==> config.mk <==
export PLATFORM = sky130hd
export DESIGN_NAME = mssc_rf
export DESIGN_NICKNAME = d
export VERILOG_FILES = /design/src/hdl/mips_subset_single_cycle_core_assert.svh /design/src/hdl/mssc_pkg.sv /design/src/hdl/mssc_rf.sv
export SDC_FILE = /design/constraint.sdc
export NUM_CORES = 2
export LEC_CHECK = 0
export CAP_MARGIN = 20
export CORE_MARGIN = 4
export CORE_UTILIZATION = 51
export DETAILED_ROUTE_END_ITERATION = 6
export DONT_BUFFER_PORTS = 1
export GPL_TIMING_DRIVEN = 0
export HOLD_SLACK_MARGIN = 0.02
export PLACE_DENSITY = 0.66
export SLEW_MARGIN = 20
export SYNTH_ARGS = -nofsm -noshare
export SYNTH_HDL_FRONTEND = slang
export SYNTH_SLANG_ARGS = --single-unit
==> constraint.sdc <==
create_clock -name clock -period 4.6 [get_ports clock]
set_input_delay 0.92 -clock clock [delete_from_list [all_inputs] [get_ports clock]]
set_output_delay 0.92 -clock clock [all_outputs]
set_load 0.01 [all_outputs]
==> src/hdl/mips_subset_single_cycle_core_assert.svh <==
// Assertion macros used by the core's top-level RTL file.
`ifndef MIPS_SUBSET_SINGLE_CYCLE_CORE_ASSERT_SVH
`define MIPS_SUBSET_SINGLE_CYCLE_CORE_ASSERT_SVH
`ifndef SYNTH
`define MSSC_ASSERT(label, clk, rst, prop, msg) \
   label: assert property (@(posedge clk) disable iff (rst) prop) else $error(msg);
`define MSSC_NEVER(label, clk, rst, expr, msg) \
   label: assert property (@(posedge clk) disable iff (rst) !(expr)) else $error(msg);
`else
`define MSSC_ASSERT(label, clk, rst, prop, msg)
`define MSSC_NEVER(label, clk, rst, expr, msg)
`endif
`endif

==> src/hdl/mssc_pkg.sv <==
package mssc_pkg;

   localparam int unsigned DATA_W        = 32;
   localparam int unsigned REG_W         = 5;
   localparam int unsigned REG_COUNT     = 32;
   localparam int unsigned REQ_W         = 2;
   localparam int unsigned WIDX_W        = 14;
   localparam int unsigned START_W       = 16;
   localparam int unsigned MEM_BYTES_DEF = 65536;
   localparam logic [START_W-1:0] START_RESET = 16'h4000;

   localparam logic [5:0] OP_RTYPE = 6'h00;
   localparam logic [5:0] OP_J     = 6'h02;
   localparam logic [5:0] OP_BEQ   = 6'h04;
   localparam logic [5:0] OP_ADDI  = 6'h08;
   localparam logic [5:0] OP_SLTI  = 6'h0A;
   localparam logic [5:0] OP_SLTIU = 6'h0B;
   localparam logic [5:0] OP_LUI   = 6'h0F;
   localparam logic [5:0] OP_LW    = 6'h23;
   localparam logic [5:0] OP_SW    = 6'h2B;

   localparam logic [5:0] FN_ADD  = 6'h20;
   localparam logic [5:0] FN_SUB  = 6'h22;
   localparam logic [5:0] FN_AND  = 6'h24;
   localparam logic [5:0] FN_OR   = 6'h25;
   localparam logic [5:0] FN_SLT  = 6'h2A;
   localparam logic [5:0] FN_SLTU = 6'h2B;

   typedef enum logic [REQ_W-1:0] {
      REQ_LOAD = 2'd0,
      REQ_EXEC = 2'd1,
      REQ_READ = 2'd2
   } req_code_type;

   typedef enum logic [2:0] {
      ALU_ADD,
      ALU_SUB,
      ALU_SLT,
      ALU_SLTU,
      ALU_AND,
      ALU_OR,
      ALU_LUI
   } alu_op_type;

   typedef enum logic [2:0] {
      ST_IDLE,
      ST_FETCH,
      ST_SIMPLE,
      ST_EXEC,
      ST_MEM
   } state_type;

   typedef struct packed {
      logic [REQ_W-1:0]  req_type;
      logic [WIDX_W-1:0] word_index;
      logic [DATA_W-1:0] load_word;
      logic [REG_W-1:0]  register_select;
   } req_item_type;

   typedef struct packed {
      logic [DATA_W-1:0] pc_value;
      logic [DATA_W-1:0] executed_instruction;
      logic [DATA_W-1:0] alu_result;
      logic              halted;
      logic [REG_W-1:0]  written_register;
      logic [DATA_W-1:0] written_value;
      logic [DATA_W-1:0] register_value;
   } rsp_type;

   typedef struct packed {
      logic              en;
      logic [REG_W-1:0]  addr;
      logic [DATA_W-1:0] data;
   } rf_wr_type;

   typedef struct packed {
      logic              ok;
      logic              wr;
      logic              is_lw;
      logic              is_sw;
      logic              is_beq;
      logic              is_j;
      logic [REG_W-1:0]  dest;
      logic [DATA_W-1:0] imm;
      logic [DATA_W-1:0] alu;
   } dec_type;

endpackage

==> src/hdl/mssc_rf.sv <==
module mssc_rf import mssc_pkg::*; (
   input  logic              clock,
   input  logic              reset,
   input  logic              rd_a_en,
   input  logic [REG_W-1:0]  rd_a_addr,
   output logic [DATA_W-1:0] rd_a_data,
   input  logic              rd_b_en,
   input  logic [REG_W-1:0]  rd_b_addr,
   output logic [DATA_W-1:0] rd_b_data,
   input  rf_wr_type         wr
);
   logic [DATA_W-1:0]    rf_ff [REG_COUNT];
   logic [REG_COUNT-1:0] vld_ff;
   logic [REG_COUNT-1:0] vld_in;
   logic [DATA_W-1:0]    rd_a_ff;
   logic [DATA_W-1:0]    rd_b_ff;

   always_comb begin
      vld_in = vld_ff;
      if (wr.en) begin
         vld_in[wr.addr] = 1'b1;
      end
   end

   always_ff @(posedge clock) begin
      if (reset) begin
         vld_ff <= '0;
      end else begin
         vld_ff <= vld_in;
      end
   end

   always_ff @(posedge clock) begin
      if (wr.en) begin
         rf_ff[wr.addr] <= wr.data;
      end
   end

   // unwritten entries read as zero; same-edge write forwarded
   always_ff @(posedge clock) begin
      if (rd_a_en) begin
         if (wr.en && (wr.addr == rd_a_addr)) begin
            rd_a_ff <= wr.data;
         end else if (vld_ff[rd_a_addr]) begin
            rd_a_ff <= rf_ff[rd_a_addr];
         end else begin
            rd_a_ff <= '0;
         end
      end
      if (rd_b_en) begin
         if (wr.en && (wr.addr == rd_b_addr)) begin
            rd_b_ff <= wr.data;
         end else if (vld_ff[rd_b_addr]) begin
            rd_b_ff <= rf_ff[rd_b_addr];
         end else begin
            rd_b_ff <= '0;
         end
      end
   end

   assign rd_a_data = rd_a_ff;
   assign rd_b_data = rd_b_ff;
endmodule

==> flow_summary.yaml <==
logic_synthesis:
  synth_top_cell_by_area: "edfxtp_1"
  synthArstFlopShare_pct: 0
  netlist_top_cells_area: "edfxtp_1, mux4_2, a22oi_1"
  ys_seq_area_share_pct: 65.8
  synthFlopType: "edfxtp_1"
  ys_warn_count: 0
  synth_nets: 2495
  yosysMostFrequentCell: "edfxtp_1"
  synth_edf_count: 1088
  ys_ff_latch: 1120
  netlist.area_leader.share_pct: 64.5
  syn_avg_cell_area_um2: 20.7
  synth_compound_area_share_pct: 2.82
  synthMuxAreaShare_pct: 26.7
  synth_top_family_by_area: "multiplexers"
  synth-simple-area-share_pct: 2.76
  synthAdderAreaFrac_pct: 0
  netlist_area_um2: 50600
  synth_xor_area_share_pct: 0.173
  yosys.cell_types.count: 41
  synthTopCellsByCount: "edfxtp_1, mux4_2, clkbuf_1"
  netlist_instances: 2443
worst_setup_path:
  critPathCapture: "rd_b_data[0]"
  r2r_start: "vld_ff[15]"
  rrSetupSlack_ps: 1230
  path_buf_inv: 4
  reg2reg_to: "rd_b_data[27]"
  startpoint_type: "input pin"
  critical-path-top-delay-family: "buffers and inverters"
  worstSetupStartpoint: "rd_b_addr[1]"
  crit_path_top_delay_cell: "clkbuf_1"
  reg2regPathDepth: 6
  worstPathArrival_ps: 4420
  cp-end-kind: "register"
  crit_chain: "buf_2 > buf_4 > clkbuf_1 > clkbuf_1 > mux4_2 > mux4_2 > mux2i_1 > o21ai_1"
  critPathMaxStageDelay_ps: 930
  crit_fanout: 10
  path_depth: 8
  path_class: "input pin to register"
  crit_required_ps: 4950
clock_network:
  clkSinkCount: 1120
  hold_buffers: 0
  cts_resized: 0
  path_clk_slew_ps: 60
  cts-buffers-inserted: 115
  clk_path_buf_depth: 3
  clk_latency_ps: 710
  post_cts_buffers: 0
  htreeDepth: 3
  cts_tree: "done"
  cts-root-buf: "clkbuf_16"
worst_hold_path:
  min_from: "reset"
  hp-class: "input pin to register"
power:
  power_density_nw_per_um2: 383
  p_leak_uw: 0.0178
  ir_worst_vdd_uv: 321
  power_uw: 22100
global_route:
  grt-ovfl-total: 0
  antenna_found_initial: 4
  first_global_vias: 30188
  grt_first_pass_wirelength_mm: 230
  grt.met1_usage_pct: 40.6
  grt.busiest_layer: "met2"
  grt_max_degree: 35
  grt.met3_usage_pct: 8.83
  grt_usage_pct: 32.2
  globalRouteMet2Util_pct: 52.6
finish:
  area_growth_pct: 13.9
  fin_nets: 2681
  drive_gt1_share_pct: 34.0
placed_design:
  place.gp.congestion: 0.845
  dp_hpwl_mm: 114
  numPortBuffers: 0
floorplanning:
  pin_count: 116
  rows: 115
  dieWidth_um: 323
  core_um2: 98400
  fp.dieArea_um2: 104000
  initial_core_util_pct: 51.4
  fp.dieH_um: 323
timing:
  rsz0062_at_grt: "false"
  final.period_utilization_pct: 88.6
  hold_ws_ps: 297
  finClkSkew_ps: 35.2
  hold_viol_final: 0
  setup_violations: 0
  tightestPinTransition_ps: 1250
  timing.slew.headroom_pct: 16.6
  fmax_mhz: 245
  fin_crit_ps: 4080
  report.final.slew_viol_count: 0
route:
  vias_per_cell: 7.35
  final_antenna_net_count: 0
  drt_iter0_markers: 4711
  drt_first_pass_iters: 5
  num_vias: 29400
  wl_per_cell_um: 41.4
  drc: 0
  wirelength_mm: 166
run_status:
  outcome: "finished clean"
job:
  cap_violations: 0
## layout by cell type, fill, tap and decap left out, types with 30 or more instances in the layout
cell type  netlist  layout
a22oi_1         98      98
a32o_1          32      32
buf_12           0      30
buf_16           0      38
buf_2           56      61
clkbuf_1       121     133
clkbuf_16        0     117
dfxtp_1         32      32
edfxtp_1      1088    1088
mux2i_1         41      41
mux4_2         582     582
nand2_1         98      98
nand3b_1        38      38
nand4_1         33      33
nor2_1         102      70
nor2_4           0      32
o21ai_1         31      31
## state kept, by name (all words and copies together) (netlist names)
name and cells:
rf_ff 1024, rd_a_data 32, rd_b_data 32, vld_ff 32
## power by group
group	switching [uW]	total, uW	internal [uW]
logic	993	1730	734
registers	86.3	11400	11400
clock network	3910	8930	5020
total	4990	22100	17100
## layout make-up
class	count	area [um2]
Fill cell	7080	40700
Sequential cell	1120	33300
Multi-Input combinational cell	1119	16700
Clock buffer	147	3080
Timing Repair Buffer	69	1650
Tap cell	1287	1610
Buffer	200	891
Clock inverter	55	422
Inverter	4	15.0
Antenna cell	1	2.50
## worst min-delay path by stage
stage	endpoint	slack, ps	depth (start not counted)
2_1_floorplan	vld_ff[14]	450	2
3_3_place_gp	vld_ff[1]	470	2
3_5_place_dp	vld_ff[22]	490	2
4_1_cts	vld_ff[25]	270	1
5_1_grt	vld_ff[31]	280	1
6_report	vld_ff[31]	300	1
## per-stage QoR
stage	setup TNS, ps	worst slack (ps)	instance area (um2)	util (%)	cells
detailed placement	0	23.6	54200	55.0	3798
global route	0	635	57700	58.6	4001
finish	0	523	57700	58.6	4002
global placement	-1222530	-1580	52200	53.1	3730
floorplan	0	1060	50600	-	2443
CTS	0	741	57700	58.6	4000
## routing by layer
metal / vias up / wire length, um
met5: - / 21
met2: 2237 / 81500
met1: 15649 / 55800
met3: 472 / 19600
li1: 11038 / -
met4: 4 / 8670
## cell families after synthesis
logic type / Yosys count
AOI/OAI and AO/OA: 189
buffers and inverters: 204
muxes: 624
and+or+nand+nor: 296
DFF: 1120
xor gates and xnor gates: 10
No activity file was read; power rests on OpenSTA's default activity.
