File: src/hdl/mips_subset_single_cycle_core_assert.svh
// Assertion macros used by the core's top-level RTL file.
`ifndef MIPS_SUBSET_SINGLE_CYCLE_CORE_ASSERT_SVH
`define MIPS_SUBSET_SINGLE_CYCLE_CORE_ASSERT_SVH
`ifndef SYNTH
`define MSSC_ASSERT(label, clk, rst, prop, msg) \
   label: assert property (@(posedge clk) disable iff (rst) prop) else $error(msg);
`define MSSC_NEVER(label, clk, rst, expr, msg) \
   label: assert property (@(posedge clk) disable iff (rst) !(expr)) else $error(msg);
`else
`define MSSC_ASSERT(label, clk, rst, prop, msg)
`define MSSC_NEVER(label, clk, rst, expr, msg)
`endif
`endif

File: src/hdl/mssc_pkg.sv
package mssc_pkg;

   localparam int unsigned DATA_W        = 32;
   localparam int unsigned REG_W         = 5;
   localparam int unsigned REG_COUNT     = 32;
   localparam int unsigned REQ_W         = 2;
   localparam int unsigned WIDX_W        = 14;
   localparam int unsigned START_W       = 16;
   localparam int unsigned MEM_BYTES_DEF = 65536;
   localparam logic [START_W-1:0] START_RESET = 16'h4000;

   localparam logic [5:0] OP_RTYPE = 6'h00;
   localparam logic [5:0] OP_J     = 6'h02;
   localparam logic [5:0] OP_BEQ   = 6'h04;
   localparam logic [5:0] OP_ADDI  = 6'h08;
   localparam logic [5:0] OP_SLTI  = 6'h0A;
   localparam logic [5:0] OP_SLTIU = 6'h0B;
   localparam logic [5:0] OP_LUI   = 6'h0F;
   localparam logic [5:0] OP_LW    = 6'h23;
   localparam logic [5:0] OP_SW    = 6'h2B;

   localparam logic [5:0] FN_ADD  = 6'h20;
   localparam logic [5:0] FN_SUB  = 6'h22;
   localparam logic [5:0] FN_AND  = 6'h24;
   localparam logic [5:0] FN_OR   = 6'h25;
   localparam logic [5:0] FN_SLT  = 6'h2A;
   localparam logic [5:0] FN_SLTU = 6'h2B;

   typedef enum logic [REQ_W-1:0] {
      REQ_LOAD = 2'd0,
      REQ_EXEC = 2'd1,
      REQ_READ = 2'd2
   } req_code_type;

   typedef enum logic [2:0] {
      ALU_ADD,
      ALU_SUB,
      ALU_SLT,
      ALU_SLTU,
      ALU_AND,
      ALU_OR,
      ALU_LUI
   } alu_op_type;

   typedef enum logic [2:0] {
      ST_IDLE,
      ST_FETCH,
      ST_SIMPLE,
      ST_EXEC,
      ST_MEM
   } state_type;

   typedef struct packed {
      logic [REQ_W-1:0]  req_type;
      logic [WIDX_W-1:0] word_index;
      logic [DATA_W-1:0] load_word;
      logic [REG_W-1:0]  register_select;
   } req_item_type;

   typedef struct packed {
      logic [DATA_W-1:0] pc_value;
      logic [DATA_W-1:0] executed_instruction;
      logic [DATA_W-1:0] alu_result;
      logic              halted;
      logic [REG_W-1:0]  written_register;
      logic [DATA_W-1:0] written_value;
      logic [DATA_W-1:0] register_value;
   } rsp_type;

   typedef struct packed {
      logic              en;
      logic [REG_W-1:0]  addr;
      logic [DATA_W-1:0] data;
   } rf_wr_type;

   typedef struct packed {
      logic              ok;
      logic              wr;
      logic              is_lw;
      logic              is_sw;
      logic              is_beq;
      logic              is_j;
      logic [REG_W-1:0]  dest;
      logic [DATA_W-1:0] imm;
      logic [DATA_W-1:0] alu;
   } dec_type;

endpackage

File: src/hdl/mssc_alu.sv
module mssc_alu import mssc_pkg::*; (
   input  logic [DATA_W-1:0] instr,
   input  logic [DATA_W-1:0] rs_value,
   input  logic [DATA_W-1:0] rt_value,
   output dec_type           dec
);
   alu_op_type        cmd;
   logic [DATA_W-1:0] b;
   logic [DATA_W-1:0] imm;
   logic [DATA_W-1:0] res;
   logic              use_rd;

   always_comb begin
      imm    = {{16{instr[15]}}, instr[15:0]};
      b      = imm;
      cmd    = ALU_ADD;
      use_rd = 1'b0;
      dec    = '0;
      dec.ok = 1'b1;
      unique case (instr[31:26])
         OP_RTYPE: begin
            b      = rt_value;
            dec.wr = 1'b1;
            use_rd = 1'b1;
            unique case (instr[5:0])
               FN_ADD:  cmd = ALU_ADD;
               FN_SUB:  cmd = ALU_SUB;
               FN_SLT:  cmd = ALU_SLT;
               FN_SLTU: cmd = ALU_SLTU;
               FN_AND:  cmd = ALU_AND;
               FN_OR:   cmd = ALU_OR;
               default: dec.ok = 1'b0;
            endcase
         end
         OP_J: begin
            b        = '0;
            dec.is_j = 1'b1;
         end
         OP_BEQ: begin
            b          = rt_value;
            cmd        = ALU_SUB;
            dec.is_beq = 1'b1;
         end
         OP_ADDI:  dec.wr = 1'b1;
         OP_SLTI: begin
            cmd    = ALU_SLT;
            dec.wr = 1'b1;
         end
         OP_SLTIU: begin
            cmd    = ALU_SLTU;
            dec.wr = 1'b1;
         end
         OP_LUI: begin
            cmd    = ALU_LUI;
            dec.wr = 1'b1;
         end
         OP_LW: begin
            dec.wr    = 1'b1;
            dec.is_lw = 1'b1;
         end
         OP_SW:   dec.is_sw = 1'b1;
         default: dec.ok = 1'b0;
      endcase

      unique case (cmd)
         ALU_ADD:  res = rs_value + b;
         ALU_SUB:  res = rs_value - b;
         ALU_SLT:  res = {31'b0, $signed(rs_value) < $signed(b)};
         ALU_SLTU: res = {31'b0, rs_value < b};
         ALU_AND:  res = rs_value & b;
         ALU_OR:   res = rs_value | b;
         ALU_LUI:  res = {b[15:0], 16'b0};
         default:  res = '0;
      endcase

      dec.imm = imm;
      dec.alu = dec.ok ? res : '0;
      if (dec.ok && dec.wr) begin
         dec.dest = use_rd ? instr[15:11] : instr[20:16];
      end
   end
endmodule

File: config.mk
export PLATFORM = sky130hd
export DESIGN_NAME = mssc_alu
export DESIGN_NICKNAME = d
export VERILOG_FILES = /design/src/hdl/mips_subset_single_cycle_core_assert.svh /design/src/hdl/mssc_pkg.sv /design/src/hdl/mssc_alu.sv
export SDC_FILE = /design/constraint.sdc
export NUM_CORES = 1
export LEC_CHECK = 0
export BUFFER_PORTS_ARGS = -buffer_cell sky130_fd_sc_hd__buf_4
export CAP_MARGIN = 20
export CORE_ASPECT_RATIO = 2
export CORE_MARGIN = 5
export CORE_UTILIZATION = 46
export DETAILED_ROUTE_END_ITERATION = 10
export GPL_ROUTABILITY_DRIVEN = 0
export GPL_TIMING_DRIVEN = 1
export PLACE_DENSITY = 0.72
export SLEW_MARGIN = 10
export SYNTH_ARGS = -nofsm -noshare
export SYNTH_HDL_FRONTEND = slang
export SYNTH_SLANG_ARGS = --single-unit
File: constraint.sdc
create_clock -name vclk -period 9.6
set_input_delay 1.92 -clock vclk [all_inputs]
set_output_delay 1.92 -clock vclk [all_outputs]
set_load 0.01 [all_outputs]
==> results by group <==
STA
  • F_max: ~110 MHz
  • Final TNS setup: 0 ns
  • Final period utilization: around 95%
  • Post-layout min period: 9.12 ns
  • Pins Over Slew Limit: 0
  • Setup Viol. Count Final: 0
  • Measured slew at the worst slew-check pin: 0.837 ns
  • Worst hold slack: 4.03 ns
  • Rel. slew slack: 44.2%
  • Final hold vios: 0
  • RSZ-0062 raised after global routing: no

Cells and area
  • FFs & Latches: 0
  • Total inserted antenna cells: 0
  • Fillers: 1349
  • Layout Area Growth over Synthesis: 18.7%
  • Sequential cell area: 0 sq um
  • Commonest non-fill, non-tap cells in the layout: buf_4 (180), ha_1 (103), inv_1 (99), nor2_1 (85), a21oi_1 (82)
  • Area occupied by multi-input gates: between 4000 and 5000 sq um
  • Most common cell after layout, fill and taps aside: buf_4
  • Share of layout cells above drive strength 1: 19.4%
  • CLK BUF: 0
  • Nets: roughly 1200

Worst setup path
  • Slowest stage delay, CP: 0.69 ns
  • CP Launch Point: instr[31]
  • WP data required: 7.68 ns
  • Worst setup SP type: input port
  • Crit-path max FO: 13
  • Cell family with the largest share of critical-path delay: compound AO/OA/AOI/OAI gates
  • CP endpoint kind: output pin
  • Critical Path AT: between 7 and 8 ns
  • WP buf/inv: 4
  • CP max-delay cell: a2111oi_0
  • CP Cell Sequence: buf_4 > or4_1 > nor2_2 > a22o_1 > inv_1 > ha_1 > nor2_1 > nand3_1 > o21ai_0 > o2bb2ai_1 > nor4b_1 > buf_4 > o21ai_0 > a2111oi_0 > o31a_1 > o21ai_0 > a21oi_1 > buf_4
  • Critical path class: in -> out

Global routing
  • First-pass GRT wire length: around 34000 microns
  • Largest net degree at the start of global routing: 35
  • Total congestion overflow: 0
  • Vias in the first global route: 6661
  • Initial antenna violation count: 0
  • Total GRT Usage: 28.0%

Die
  • Row cnt: 58
  • Starting Density: 46.3%
  • Core footprint: roughly 12000 sq um
  • Die height: 169 microns
  • Total I/O pin count: around 170
  • DIE AREA: 15000 sq um
  • Die X: 89.3 microns

Synth
  • Syn. warnings: 0
  • Number of library cell types mapped by synthesis: 70
  • Synthesized Nets: approximately 1100
  • Area contributors post-synth: ha_1 (22%), a21oi_1 (7.1%), inv_1 (6.4%)
  • Post-synthesis average cell area: 6.47 sq um
  • Post-synth top area share: 22.3%
  • Synthesized cell area: between 5000 and 6000 sq um
  • Seq/Total Area, Yosys: 0%
  • Area leader, netlist: ha_1
  • Gate Count Post-Synth: between 800 and 900

Min path
  • Hold Startpoint: instr[9]
  • Worst Hold Class: in -> out

Run status
  • Run status: complete, no violations

Placement
  • I/O Buffers: 166
  • DP HPWL: 17800 microns

Power
  • Peak VDD IR: 0.0294 mV
  • PwrDens: 57.6 nW/um^2
  • P_leak: 0.00360 uW

Drt
  • WL final: 21600 microns
  • DRT antenna net count: 0
  • DR iter-0 viols: 378
  • # DRC: 0
  • Via count: 6840
  • Drt pass-1 iters: 5
  • Via density: about 6.0
  • WL per Instance: between 15 and 20 microns

Flow run
  • MaxCap Viol Count: 0

Clocking
  • Hold buffer count at cts: 0
  • Number of buffers added for setup after CTS: 0
  • Post_cts resized: 0
stage by stage:
step	cells	util (%)	worst slack, ns	area, sq um	power, uW
after CTS	1135	55.0	0.677	6870	391
after global placement	1135	55.0	0.734	6870	385
after floorplan	894	-	1.56	5780	264
final	1135	55.0	0.478	6870	395
after global routing	1135	55.0	0.253	6870	434
after detailed placement	1135	55.0	0.696	6870	389
worst paths after layout:
| path | to | cells after the start |
|---|---|---|
| min | dec[41] | 2 |
| max | dec[29] | 18 |
power breakdown:
| part | internal [uW] | total, uW | leakage [uW] | switching (uW) |
|---|---|---|---|---|
| registers | 0 | 0 | 0 | 0 |
| logic | 169 | 395 | 0.00360 | 226 |
| clock network | 0 | 0 | 0 | 0 |
| total | 169 | 395 | 0.00360 | 226 |
synthesized netlist by cell type, types with 3 or more instances:
cell type  count
a2111oi_0      4
a211oi_1       5
a21o_1        32
a21oi_1       82
a222oi_1       6
a22o_1        10
a22oi_1       20
a31oi_1        9
and2_1         3
and3_1         6
buf_2         12
buf_4         32
clkbuf_1      42
ha_1         103
inv_1         99
mux2i_1       12
nand2_1       64
nand2b_1      12
nand3_1       12
nand4_1        7
nand4b_1       3
nor2_1        86
nor2b_1        7
nor3_1        23
nor4_1         5
o211ai_1      17
o21a_1         4
o21ai_0       64
o21bai_1      10
o221ai_1       5
o22ai_1        4
o31ai_1       13
or3_1          6
or4_1          4
xnor2_1       24
layout make-up:
type | instances | area share (%)
multi-input combinational | 706 | 72.2
tap | 150 | 2.73
inverter | 99 | 5.41
timing repair buffer | 180 | 19.7
logic make-up (layout without fill, tap and decap cells):
kind of cell | Yosys count | in the layout | share of synthesized area [%]
AOI/OAI and AO/OA | 317 | 317 | 36.3
and+or+nand+nor | 246 | 246 | 20.0
buffers and inverters | 188 | 279 | 14.7
adders and majority gates | 105 | 105 | 23.0
xor gates and xnor gates | 26 | 26 | 3.94
muxes | 12 | 12 | 2.08
per-layer routing:
| metal | vias up | GRT usage (%) | routed length [microns] |
|---|---|---|---|
| met1 | 3170 | 29.2 | 7380 |
| met2 | 263 | 50.8 | 11300 |
| met3 | 95 | 1.41 | 966 |
| met4 | 0 | 19.5 | 1960 |
| li1 | 3312 | - | - |
| met5 | - | 0 | 0 |
(Power assumes the default switching activity.)
